===== src/rsa_me_pkg.sv =====
// Package for the modular exponentiation core: widths, defaults, codes and
// the control struct passed to the shared modular multiply unit.
// No dependencies.
package rsa_me_pkg;

   // Fixed widths of the item fields and configuration registers
   localparam int DATA_W  = 32;
   localparam int CSR_IDX_W = 2;

   // Default modulus width
   localparam int MODULUS_BITS_DEF = 32;

   // Register reset values
   localparam logic [DATA_W-1:0] MODULUS_RST  = 32'd2;
   localparam logic [DATA_W-1:0] PUB_EXP_RST  = 32'd65537;
   localparam logic [DATA_W-1:0] PRIV_EXP_RST = 32'd1;

   // Configuration register indexes
   typedef enum logic [CSR_IDX_W-1:0] {
      CSR_MODULUS  = 2'd0,
      CSR_PUB_EXP  = 2'd1,
      CSR_PRIV_EXP = 2'd2
   } csr_index_type;

   // Request operation codes
   typedef enum logic {
      OP_ENCRYPT = 1'b0,
      OP_DECRYPT = 1'b1
   } op_type;

   // Shared unit operation: modular multiply or reduction of a data word
   typedef enum logic {
      MODE_MUL = 1'b0,
      MODE_RED = 1'b1
   } mmu_mode_type;

   typedef struct packed {
      logic         go;
      mmu_mode_type mode;
   } mmu_ctl_type;

endpackage


===== src/rsa_me_if.sv =====
// Handshake interfaces for the request and response channels.
// Depends on rsa_me_pkg for field widths.
interface rsa_req_if import rsa_me_pkg::*; ();
   logic              valid;
   logic              ready;
   logic              op;
   logic [DATA_W-1:0] data_value;

   modport source (output valid, output op, output data_value, input ready);
   modport sink   (input valid, input op, input data_value, output ready);
endinterface

interface rsa_rsp_if import rsa_me_pkg::*; ();
   logic              valid;
   logic              ready;
   logic [DATA_W-1:0] result_value;
   logic              range_error;

   modport source (output valid, output result_value, output range_error, input ready);
   modport sink   (input valid, input result_value, input range_error, output ready);
endinterface


===== src/rsa_me_mmu.sv =====
// Shared bit-serial modular multiply / reduce unit, one operand bit a cycle.
// Depends on rsa_me_pkg.
module rsa_me_mmu import rsa_me_pkg::*; #(
   parameter int MW = MODULUS_BITS_DEF
) (
   input  logic              clock,
   input  logic              reset,
   input  mmu_ctl_type       ctl,
   input  logic [MW-1:0]     modulus,
   input  logic [MW-1:0]     opa,
   input  logic [DATA_W-1:0] opb,
   output logic              done,
   output logic [MW-1:0]     result
);

   localparam int CW = $clog2(DATA_W + 1);

   logic              busy_ff, busy_in;
   logic              done_ff, done_in;
   mmu_mode_type      mode_ff, mode_in;
   logic [MW-1:0]     a_ff, a_in;
   logic [DATA_W-1:0] b_ff, b_in;
   logic [MW-1:0]     acc_ff, acc_in;
   logic [CW-1:0]     cnt_ff, cnt_in;

   logic [MW:0]       r2, sum0, red0, sum1, red1;
   logic              last;

   // Two conditional-subtract reducers; the first is shared by both modes
   always_comb begin
      r2   = {acc_ff, b_ff[DATA_W-1]};
      sum0 = (mode_ff == MODE_RED) ? r2 : ({1'b0, acc_ff} + {1'b0, a_ff});
      red0 = (sum0 >= {1'b0, modulus}) ? (sum0 - {1'b0, modulus}) : sum0;
      sum1 = {1'b0, a_ff} + {1'b0, a_ff};
      red1 = (sum1 >= {1'b0, modulus}) ? (sum1 - {1'b0, modulus}) : sum1;
   end

   // Step and sequencing
   always_comb begin
      busy_in = busy_ff;
      done_in = 1'b0;
      mode_in = mode_ff;
      a_in    = a_ff;
      b_in    = b_ff;
      acc_in  = acc_ff;
      cnt_in  = cnt_ff;
      last    = 1'b0;
      if (ctl.go) begin
         busy_in = 1'b1;
         mode_in = ctl.mode;
         a_in    = opa;
         b_in    = opb;
         acc_in  = '0;
         cnt_in  = '0;
      end else if (busy_ff) begin
         unique case (mode_ff)
            MODE_MUL: begin
               // acc += a when the multiplier bit is set; a doubles
               acc_in = b_ff[0] ? red0[MW-1:0] : acc_ff;
               a_in   = red1[MW-1:0];
               b_in   = b_ff >> 1;
               last   = (b_in == '0);
            end
            MODE_RED: begin
               // restoring remainder, data word MSB first
               acc_in = red0[MW-1:0];
               b_in   = b_ff << 1;
               cnt_in = cnt_ff + 1'b1;
               last   = (cnt_ff == CW'(DATA_W - 1));
            end
            default: begin
               last = 1'b1;
            end
         endcase
         busy_in = !last;
         done_in = last;
      end
   end

   always_ff @(posedge clock) begin
      if (reset) begin
         busy_ff <= 1'b0;
         done_ff <= 1'b0;
      end else begin
         busy_ff <= busy_in;
         done_ff <= done_in;
      end
      mode_ff <= mode_in;
      a_ff    <= a_in;
      b_ff    <= b_in;
      acc_ff  <= acc_in;
      cnt_ff  <= cnt_in;
   end

   assign done   = done_ff;
   assign result = acc_ff;

endmodule


===== src/rsa_modular_exponentiation_core.sv =====
// Top level of the RSA square-and-multiply core: configuration registers,
// exponent sequencer and response register. Depends on rsa_me_pkg,
// rsa_me_if and rsa_me_mmu.
//
//  Channel | Direction | Contents
//  --------+-----------+----------------------------------------------
//  req_ch  | in        | valid/ready, op, data_value
//  rsp_ch  | out       | valid/ready, result_value, range_error
//  csr_*   | in        | csr_we, csr_index, csr_wdata (write only)
//
// One item at a time. The base is first reduced on the shared unit, then
// each exponent bit up to the highest set one costs a decision state, a
// squaring and, for set bits, a multiply, all on the shared unit; the
// squaring after the highest set bit is skipped. Range errors, a zero
// modulus and a zero exponent skip the shared unit and go straight to the
// response. Reset is synchronous; a new item is taken while the previous
// result still waits on rsp_ch.
module rsa_modular_exponentiation_core import rsa_me_pkg::*; #(
   parameter int MODULUS_BITS = MODULUS_BITS_DEF
) (
   input  logic                 clock,
   input  logic                 reset,
   rsa_req_if.sink              req_ch,
   rsa_rsp_if.source            rsp_ch,
   input  logic                 csr_we,
   input  logic [CSR_IDX_W-1:0] csr_index,
   input  logic [DATA_W-1:0]    csr_wdata
);

   localparam int MW = (MODULUS_BITS < DATA_W) ? MODULUS_BITS : DATA_W;

   typedef enum logic [5:0] {
      ST_IDLE = 6'b000001,
      ST_RED  = 6'b000010,
      ST_BIT  = 6'b000100,
      ST_MUL  = 6'b001000,
      ST_SQR  = 6'b010000,
      ST_FIN  = 6'b100000
   } state_type;

   state_type         state_ff, state_in;
   logic [DATA_W-1:0] mod_ff, mod_in;
   logic [DATA_W-1:0] pub_ff, pub_in;
   logic [DATA_W-1:0] priv_ff, priv_in;
   logic [MW-1:0]     m_ff, m_in;
   logic [DATA_W-1:0] expo_ff, expo_in;
   logic [MW-1:0]     acc_ff, acc_in;
   logic [MW-1:0]     base_ff, base_in;
   logic              err_ff, err_in;
   mmu_ctl_type       ctl_ff, ctl_in;
   logic [MW-1:0]     opa_ff, opa_in;
   logic [DATA_W-1:0] opb_ff, opb_in;
   logic              rsp_valid_ff, rsp_valid_in;
   logic [DATA_W-1:0] rsp_value_ff, rsp_value_in;
   logic              rsp_err_ff, rsp_err_in;

   logic              mmu_done;
   logic [MW-1:0]     mmu_result;
   logic [MW-1:0]     m_sel;
   logic [DATA_W-1:0] expo_sel;
   logic              range_bad;

   // Configuration writes
   always_comb begin
      mod_in  = mod_ff;
      pub_in  = pub_ff;
      priv_in = priv_ff;
      if (csr_we) begin
         unique case (csr_index)
            CSR_MODULUS:  mod_in  = csr_wdata;
            CSR_PUB_EXP:  pub_in  = csr_wdata;
            CSR_PRIV_EXP: priv_in = csr_wdata;
            default: ;
         endcase
      end
   end

   // Item decode at acceptance
   always_comb begin
      m_sel     = mod_ff[MW-1:0];
      expo_sel  = (req_ch.op == OP_DECRYPT) ? priv_ff : pub_ff;
      range_bad = (req_ch.op == OP_ENCRYPT) && (req_ch.data_value >= DATA_W'(m_sel));
   end

   // Exponent sequencer
   always_comb begin
      state_in     = state_ff;
      m_in         = m_ff;
      expo_in      = expo_ff;
      acc_in       = acc_ff;
      base_in      = base_ff;
      err_in       = err_ff;
      ctl_in       = '{go: 1'b0, mode: MODE_MUL};
      opa_in       = opa_ff;
      opb_in       = opb_ff;
      rsp_valid_in = rsp_valid_ff && !rsp_ch.ready;
      rsp_value_in = rsp_value_ff;
      rsp_err_in   = rsp_err_ff;
      unique case (state_ff)
         ST_IDLE: begin
            if (req_ch.valid) begin
               m_in    = m_sel;
               expo_in = expo_sel;
               err_in  = range_bad;
               opb_in  = req_ch.data_value;
               if (range_bad || m_sel == '0) begin
                  acc_in   = '0;
                  state_in = ST_FIN;
               end else begin
                  acc_in = MW'(1);
                  if (expo_sel == '0) begin
                     state_in = ST_FIN;
                  end else begin
                     ctl_in   = '{go: 1'b1, mode: MODE_RED};
                     state_in = ST_RED;
                  end
               end
            end
         end
         ST_RED: begin
            if (mmu_done) begin
               base_in  = mmu_result;
               state_in = ST_BIT;
            end
         end
         ST_BIT: begin
            ctl_in = '{go: 1'b1, mode: MODE_MUL};
            opb_in = DATA_W'(base_ff);
            if (expo_ff[0]) begin
               opa_in   = acc_ff;
               state_in = ST_MUL;
            end else begin
               opa_in   = base_ff;
               state_in = ST_SQR;
            end
         end
         ST_MUL: begin
            if (mmu_done) begin
               acc_in = mmu_result;
               // no squaring needed after the top set bit
               if (expo_ff[DATA_W-1:1] == '0) begin
                  state_in = ST_FIN;
               end else begin
                  ctl_in   = '{go: 1'b1, mode: MODE_MUL};
                  opa_in   = base_ff;
                  opb_in   = DATA_W'(base_ff);
                  state_in = ST_SQR;
               end
            end
         end
         ST_SQR: begin
            if (mmu_done) begin
               base_in  = mmu_result;
               expo_in  = expo_ff >> 1;
               state_in = ST_BIT;
            end
         end
         ST_FIN: begin
            // wait for the response register to be free
            if (!rsp_valid_ff || rsp_ch.ready) begin
               rsp_valid_in = 1'b1;
               rsp_value_in = DATA_W'(acc_ff);
               rsp_err_in   = err_ff;
               state_in     = ST_IDLE;
            end
         end
         default: begin
            state_in = ST_IDLE;
         end
      endcase
   end

   always_ff @(posedge clock) begin
      if (reset) begin
         state_ff     <= ST_IDLE;
         mod_ff       <= MODULUS_RST;
         pub_ff       <= PUB_EXP_RST;
         priv_ff      <= PRIV_EXP_RST;
         ctl_ff       <= '{go: 1'b0, mode: MODE_MUL};
         rsp_valid_ff <= 1'b0;
      end else begin
         state_ff     <= state_in;
         mod_ff       <= mod_in;
         pub_ff       <= pub_in;
         priv_ff      <= priv_in;
         ctl_ff       <= ctl_in;
         rsp_valid_ff <= rsp_valid_in;
      end
      m_ff         <= m_in;
      expo_ff      <= expo_in;
      acc_ff       <= acc_in;
      base_ff      <= base_in;
      err_ff       <= err_in;
      opa_ff       <= opa_in;
      opb_ff       <= opb_in;
      rsp_value_ff <= rsp_value_in;
      rsp_err_ff   <= rsp_err_in;
   end

   rsa_me_mmu #(
      .MW (MW)
   ) u_mmu (
      .clock   (clock),
      .reset   (reset),
      .ctl     (ctl_ff),
      .modulus (m_ff),
      .opa     (opa_ff),
      .opb     (opb_ff),
      .done    (mmu_done),
      .result  (mmu_result)
   );

   // Channel outputs
   assign req_ch.ready        = (state_ff == ST_IDLE);
   assign rsp_ch.valid        = rsp_valid_ff;
   assign rsp_ch.result_value = rsp_value_ff;
   assign rsp_ch.range_error  = rsp_err_ff;

endmodule


===== src/flat_wrapper.sv =====
// flat-port wrapper written by rule: the top's interface ports become plain ports
module rsa_modular_exponentiation_core_flat import rsa_me_pkg::*;
#(
   parameter int MODULUS_BITS = MODULUS_BITS_DEF
)
  (clock, reset, csr_we, csr_index, csr_wdata, req_ch_valid, req_ch_op, req_ch_data_value, req_ch_ready, rsp_ch_valid, rsp_ch_result_value, rsp_ch_range_error, rsp_ch_ready);
  rsa_req_if req_ch_i ();
  rsa_rsp_if rsp_ch_i ();
  input  logic clock;
  input  logic reset;
  input  logic csr_we;
  input  logic [CSR_IDX_W-1:0] csr_index;
  input  logic [DATA_W-1:0] csr_wdata;
  input wire logic [$bits(req_ch_i.valid)-1:0] req_ch_valid;
  input wire logic [$bits(req_ch_i.op)-1:0] req_ch_op;
  input wire logic [$bits(req_ch_i.data_value)-1:0] req_ch_data_value;
  output wire logic [$bits(req_ch_i.ready)-1:0] req_ch_ready;
  output wire logic [$bits(rsp_ch_i.valid)-1:0] rsp_ch_valid;
  output wire logic [$bits(rsp_ch_i.result_value)-1:0] rsp_ch_result_value;
  output wire logic [$bits(rsp_ch_i.range_error)-1:0] rsp_ch_range_error;
  input wire logic [$bits(rsp_ch_i.ready)-1:0] rsp_ch_ready;
  assign req_ch_i.valid = req_ch_valid;
  assign req_ch_i.op = req_ch_op;
  assign req_ch_i.data_value = req_ch_data_value;
  assign req_ch_ready = req_ch_i.ready;
  assign rsp_ch_valid = rsp_ch_i.valid;
  assign rsp_ch_result_value = rsp_ch_i.result_value;
  assign rsp_ch_range_error = rsp_ch_i.range_error;
  assign rsp_ch_i.ready = rsp_ch_ready;
  rsa_modular_exponentiation_core #(.MODULUS_BITS(MODULUS_BITS)) u_core (.clock(clock), .reset(reset), .req_ch(req_ch_i), .rsp_ch(rsp_ch_i), .csr_we(csr_we), .csr_index(csr_index), .csr_wdata(csr_wdata));
endmodule

===== config.mk =====
export PLATFORM = sky130hd
export DESIGN_NAME = rsa_modular_exponentiation_core_flat
export DESIGN_NICKNAME = d
export VERILOG_FILES = /design/src/rsa_me_pkg.sv /design/src/rsa_me_if.sv /design/src/rsa_me_mmu.sv /design/src/rsa_modular_exponentiation_core.sv /design/src/flat_wrapper.sv
export SDC_FILE = /design/constraint.sdc
export NUM_CORES = 1
export LEC_CHECK = 0
export CAP_MARGIN = 20
export CORE_MARGIN = 1.5
export CORE_UTILIZATION = 60
export CTS_BUF_LIST = sky130_fd_sc_hd__clkbuf_8
export CTS_CLUSTER_DIAMETER = 80
export CTS_CLUSTER_SIZE = 30
export DETAILED_ROUTE_END_ITERATION = 16
export DONT_BUFFER_PORTS = 1
export GPL_TIMING_DRIVEN = 0
export PLACE_DENSITY = 0.73
export SYNTH_ARGS = -nofsm -noshare
export SYNTH_HDL_FRONTEND = slang
export SYNTH_HIERARCHICAL = 1
export SYNTH_SLANG_ARGS = --single-unit

===== constraint.sdc =====
create_clock -name clock -period 5.8 [get_ports clock]
set_input_delay 0.87 -clock clock [delete_from_list [all_inputs] [get_ports clock]]
set_output_delay 0.87 -clock clock [all_outputs]
set_load 0.02 [all_outputs]

# --- After elaboration in Yosys (flattened, before gate mapping) ---
# Cells that the tools add are included.
classes:
  n_addsub: 5
  order_cmp: 3
  n_eq_ne: 17
  muxes: 47
  n_bitwise: 3
  reduce_logical: 33
op_table:
  columns: ["operator", "n"]
  rows:
  - ["32-bit 2-to-1 mux", 17]
  - ["32-bit one-hot mux with 2 select lines", 5]
  - ["32-bit zero test", 3]
  - ["32-bit one-hot mux with 3 select lines", 1]
  - ["32-bit by 32-bit adder with 33-bit output", 2]
  - ["33-bit by 32-bit greater-or-equal comparator with 1-bit output", 2]
  - ["32-bit subtractor", 2]
  - ["6-bit 2-to-1 mux", 7]
  - ["33-bit 2-to-1 mux", 1]
  - ["32-bit greater-or-equal comparator", 1]
  - ["31-bit zero test", 1]
  - ["6-bit one-hot mux with 5 select lines", 1]
  - ["2-bit AND reduction", 9]
  - ["6-bit by 5-bit equality test with 1-bit output, second input constant", 2]
  - ["2-bit 2-to-1 mux", 5]
  - ["2-bit inequality test, second input constant", 5]
  - ["3-bit AND reduction", 3]
  - ["4-bit AND reduction", 2]
  - ["2-bit nonzero test", 4]
  - ["1-bit 2-to-1 mux", 7]
  - ["6-bit by 1-bit adder with 6-bit output, second input constant", 1]
  - ["6-bit by 1-bit equality test with 1-bit output, second input constant", 1]
  - ["6-bit by 2-bit equality test with 1-bit output, second input constant", 1]
  - ["6-bit by 3-bit equality test with 1-bit output, second input constant", 1]
  - ["other kinds (16)", 24]
word_totals:
  reg_bits: 436
  input_bits: 72
  output_inout_bits: 35
  word_cells: 131

# --- Logic depth before layout (Yosys ltp) ---
logic_depth:
  ltp_word: 7
  mapped_depth: 22
  depth_no_buf: 21

# --- Hierarchy ---
# Netlist, hierarchy kept.
by_module_without_submodules:
  columns: ["mod", "instances", "cells_each", "area_each_um2", "seq_area_each_um2"]
  rows:
  - ["rsa_modular_exponentiation_core", 1, 1090, 13346.6, 8888.5]
  - ["rsa_me_mmu", 1, 1281, 10303.6, 2752.6]

# --- Worst setup path after synthesis ---
# Ideal clock, no wire load.
synth_path:
  path_type: "register -> register"
  startpoint: "register u_core.u_mmu.a_ff[0]"
  endpoint: "register u_core.u_mmu.acc_ff[1], in the netlist u_core/u_mmu/result[1]"
  setup_ns: 0.128
  arrival_time_ns: 4.466
  required_time_ns: 5.672
  path_slack_ns: 1.206
  path_stages_with_launch: 22
  n_path_buf: 0
  synth_period_minus_slack_ns: 4.594
  path_cell_list: "edfxtp_1 -> ha_1 -> fa_1 -> a211oi_1 -> o21ai_1 -> nand3_1 -> nand2b_1 -> a31oi_1 -> o21bai_1 -> xnor2_1 -> o21ai_0 -> ha_1 -> and2_1 -> and2_1 -> o21ai_0 -> o211ai_1 -> nor2_1 -> o311ai_2 -> a21oi_4 -> mux2_2 -> mux2i_1 -> nor2_1"
synth_between:
  elab_chain_len: 6
  word_cells_on_any_way: 7
  cone_classes: "add/sub (2); order compare (1); mux (4)"
synth_lines:
  columns: ["item", "line", "source"]
  rows:
  - ["start, declared", "rsa_me_mmu.sv:21", "logic [MW-1:0] a_ff, a_in;"]
  - ["start signal, assigned", "rsa_me_mmu.sv:89", "a_ff <= a_in;"]
  - ["32-bit by 32-bit adder with 33-bit output *", "rsa_me_mmu.sv:32", "sum0 = (mode_ff == MODE_RED) ? r2 : ({1'b0, acc_ff} + {1'b0, a_ff});"]
  - ["33-bit 2-to-1 mux *", "rsa_me_mmu.sv:32", null]
  - ["32-bit subtractor / 33-bit by 32-bit greater-or-equal comparator with 1-bit output (equally long branches)", "rsa_me_mmu.sv:33", "red0 = (sum0 >= {1'b0, modulus}) ? (sum0 - {1'b0, modulus}) : sum0;"]
  - ["32-bit 2-to-1 mux *", "rsa_me_mmu.sv:33", null]
  - ["32-bit 2-to-1 mux", "rsa_me_mmu.sv:59", "acc_in = b_ff[0] ? red0[MW-1:0] : acc_ff;"]
  - ["32-bit one-hot mux with 2 select lines *", "rsa_me_mmu.sv:56", "unique case (mode_ff)"]
  - ["end signal, assigned", "rsa_me_mmu.sv:91", "acc_ff <= acc_in;"]
  - ["end, declared", "rsa_me_mmu.sv:23", "logic [MW-1:0] acc_ff, acc_in;"]
# Every way passes the cells marked *; elsewhere a longest branch is shown, timed or not. The select of a mux whose other input is x is not followed.
# A chain may end at the register's enable or synchronous reset.

# --- Final worst setup path ---
layout_path:
  startpoint: "register u_core.u_mmu.a_ff[14]"
  endpoint: "register u_core.u_mmu.acc_ff[30], in the netlist u_core/u_mmu/result[30]"
# The elaborated chain is that of the path after synthesis.

==> results.toml <==
[outcome]
outcome = "finished, final reports clean"

[finish]
final_cell_mix = "358 x nand2_1, 291 x edfxtp_1, 225 x a21oi_1"
area_growth_pct = 6.877
n_antenna_cell = 0
fillers = 3148
drive_gt1_share_pct = 8.533
num-nets-final = 2612
mostFrequentLayoutCell = "nand2_1"

[global_routing]
grt_first_pass_wirelength_mm = 105.6
antenna_found_initial = 0
grt_pass1_vias = 17700
grt_max_degree = 34
grt_overflow_total = 0
track_usage_pct = 34.41

[worst_hold_path]
hold_end = "u_core/u_mmu/done"
hold_path.class = "primary input to flip-flop"
min_from = "reset"
min_path_cells = 1

[sta]
fin_ws_ns = 0.3056
rsz0062_at_grt = "false"
hold_viol = 0
worstMarginPinSlew_ns = 1.170
fin_worst_skew_ns = 0.04675
hold_ws_ns = 0.2633
fmax_mhz = 182.0
finalSetupViolations = 0
fin_crit_ns = 5.494
final_max_slew_viol_count = 0
slew_headroom_pct = 19.99
period_share_pct = 94.73

[critical_path]
cp_slowest_stage_delay_ns = 0.48
r2r_cells = 21
crit_fanout = 10
reg2reg_from = "u_core/u_mmu/a_ff[14]"
cp_cell_sequence = "ha_1, a21oi_1, o21a_1, a2bb2oi_1, o211ai_1, a21oi_2, o21ai_1, a221oi_1, xnor2_1, mux2_2, ha_1, nand2_1, or4_1, nor3_1, a31oi_1, o21ai_1, a21oi_4, buf_6, nand2_1, o22ai_1, nor4_1"
reg2reg_slack_ns = 0.31
cp_data_required_time_ns = 6.36
crit_buf_inv = 1
cp.depth = 21
critical_path_arrival_ns = 6.06
worst_setup_path_start_kind = "flip-flop"
reg2reg_to = "u_core/u_mmu/result[30]"
end_kind = "flip-flop"
cp_slowest_cell = "edfxtp_1"
critical_path_class = "flip-flop to flip-flop"
cp_top_family = "compound AO/OA/AOI/OAI gates"

[synthesis]
yosys_warnings = 6
synthFlopType = "edfxtp_1"
avgSynthCellArea_um2 = 9.975
synth_top_cell_by_area = "edfxtp_1"
synth.distinct_cells = 81
synth_area_mm2 = 0.02365
synth_fp_nets = 2575
ys_seq_area_share_pct = 49.22
yosys_register_bits = 436
synth_edf_count = 291
synth.top_cell.area_share_pct = 36.95
synthArstFlopShare_pct = 0
synth_cells = 2371
synth_area_leaders = "edfxtp_1 37%, dfxtp_1 12%, ha_1 6.8%"

[route]
wl_per_cell_um = 24.00
routed_via_density = 6.378
first_pass_iters = 6
num_vias = 18780
postRouteWirelength_mm = 70.66
drtIter0Drc = 1968
drcViolationCount = 0
detail-route-antenna-nets = 0

[die]
io_pins = 107
start_util_pct = 61.05
die_h_um = 201.5
fp.coreArea_mm2 = 0.03874
fp.dieW_um = 201.5
die_area_mm2 = 0.04062
num_rows = 72

[clock_network]
cts_tree = "done"
cts_buffer_depth = 3
cts.sinks = 436
hold_buffers = 0
h-tree-depth = 1
clk_latency_ns = 0.67
cts.clk_slew.worst_paths_ns = 0.15
cts-root-buf = "clkbuf_8"
cts_buffers = 24

[place]
pre_cts_ws_ns = 0.1364
dp_hpwl_mm = 54.51
portBuffers = 0
routabilityCongestion = 0.9843

[power]
p_leak_nw = 9.418
p_sw_mw = 4.024
pwr-share-clk_pct = 17.0
p_int_mw = 6.055
total_power_mw = 10.08
ir_drop_mv = 0.2843
p_seq_share_pct = 40.4
switching_share_pct = 39.93
combinationalPowerShare_pct = 42.6
powerDensity_mw_per_mm2 = 398.8

[run]
cap_violations = 0
cells in the mapped netlist, types with 4 or more instances:
master / count
a211o_1: 8
nand3b_1: 12
mux2_2: 90
a211oi_1: 38
o21bai_1: 15
o21ai_0: 112
and4_1: 5
mux2i_1: 79
o21ai_1: 38
nor3b_1: 5
buf_4: 10
or2_2: 6
o31a_1: 4
o22ai_1: 5
ha_1: 129
nor3_1: 48
nand3_1: 29
buf_2: 13
a21oi_1: 227
o31ai_1: 12
and3_1: 16
nor2b_1: 9
dfxtp_1: 145
buf_1: 7
xor2_1: 33
nor4_1: 44
xnor2_1: 46
a31oi_1: 13
nand2b_1: 9
o211ai_1: 10
and2_1: 36
a21o_1: 30
o21a_1: 9
edfxtp_1: 291
nand2_1: 358
inv_1: 103
nor2_1: 152
clkbuf_1: 77
nand4_1: 33
layout make-up:
| cell class | instances | area (um2) | share of cell area (%) |
|---|---|---|---|
| flip-flops and latches | 436 | 11640 | 46.06 |
| multi-input cells | 1724 | 11250 | 44.51 |
| well taps | 518 | 648.1 | 2.564 |
| plain buffers | 107 | 465.4 | 1.841 |
| inverters | 103 | 386.6 | 1.530 |
| clock buffers | 25 | 344.1 | 1.361 |
| clock inverters | 19 | 310.3 | 1.228 |
| repair buffers | 12 | 230.2 | 0.9108 |
state kept, by name (all words and copies together) (netlist names), 32 cells and up:
signal                      count
u_core/rsp_ch.result_value     32
u_core/opa_ff                  32
u_core/base_ff                 32
u_core/m_sel                   32
u_core/acc_ff                  32
u_core/pub_ff                  32
u_core/u_mmu/a_ff              32
u_core/u_mmu/result            32
u_core/priv_ff                 32
u_core/expo_ff                 32
u_core/opb_ff                  32
u_core/m_ff                    32
u_core/u_mmu/b_ff              32
worst reg2reg max path, delay by kind of cell, from the launching register on:
family	cells	cell delay (ns)
XOR/XNOR	1	0.20
AND/OR/NAND/NOR	5	1.02
adder cells (fa/ha/maj)	2	0.83
buffers and inverters	1	0.19
multiplexers	1	0.30
AO/OA/AOI/OAI	11	2.34
flip-flops	1	0.48
metrics by stage:
| stage | TNS [ns] | area [um2] | util (%) | std cells |
|---|---|---|---|---|
| 2_1_floorplan | 0 | 23650 | - | 2371 |
| 3_3_place_gp | -11.81 | 24300 | 62.73 | 2889 |
| 3_5_place_dp | 0 | 24530 | 63.32 | 2896 |
| 4_1_cts | 0 | 25180 | 65.01 | 2940 |
| 5_1_grt | 0 | 25280 | 65.25 | 2944 |
| 6_report | 0 | 25280 | 65.25 | 2944 |
repair_timing:
| item | CTS | global route |
|---|---|---|
| buffers inserted | 0 | 4 |
| resized for setup | 0 | 10 |
| endpoints found under the setup margin | 0 | 32 |
power by group through the flow:
stage                     Clock (mW)  Sequential (mW)  Combinational (mW)
after CTS                       1.75             4.06                4.11
after global placement             0             4.14                3.97
final                           1.71             4.08                4.29
after detailed placement           0             4.13                4.08
after global routing            1.83             4.11                4.70
after floorplan                    0             3.98                3.17
worst max path at each step:
stage,endpoint,slack [ns],from
floorplan,u_core/u_mmu/result[1],1.21,u_core/u_mmu/a_ff[0]
global placement,u_core/acc_ff[12],-0.38,u_core/state_ff[0]
detailed placement,u_core/u_mmu/result[19],0.14,u_core/u_mmu/a_ff[0]
CTS,u_core/u_mmu/result[23],0.06,u_core/u_mmu/a_ff[0]
global route,u_core/u_mmu/result[24],0.05,u_core/u_mmu/a_ff[0]
finish,u_core/u_mmu/result[30],0.31,u_core/u_mmu/a_ff[14]
layer usage:
| metal | track usage (%) | up-vias | share of wire (%) | wire length, um |
|---|---|---|---|---|
| met1 | 48.42 | 9016 | 42 | 29770 |
| met4 | 15.38 | 0 | 4.9 | 3456 |
| li1 | - | 8669 | - | - |
| met2 | 50.55 | 954 | 42 | 29660 |
| met3 | 8.244 | 139 | 11 | 7773 |
| met5 | 0 | - | 0 | 0 |
logic make-up (layout without fill, tap and decap cells):
logic type | Yosys count | after routing | share of synthesized area (%)
buffers and inverters | 211 | 266 | 3.608
muxes | 169 | 169 | 7.629
adders and majority gates | 132 | 132 | 7.079
AOI/OAI and AO/OA | 568 | 568 | 14.43
DFF | 436 | 436 | 49.22
and+or+nand+nor | 776 | 776 | 15.10
xor gates and xnor gates | 79 | 79 | 2.926
(Power assumes the default switching activity.)
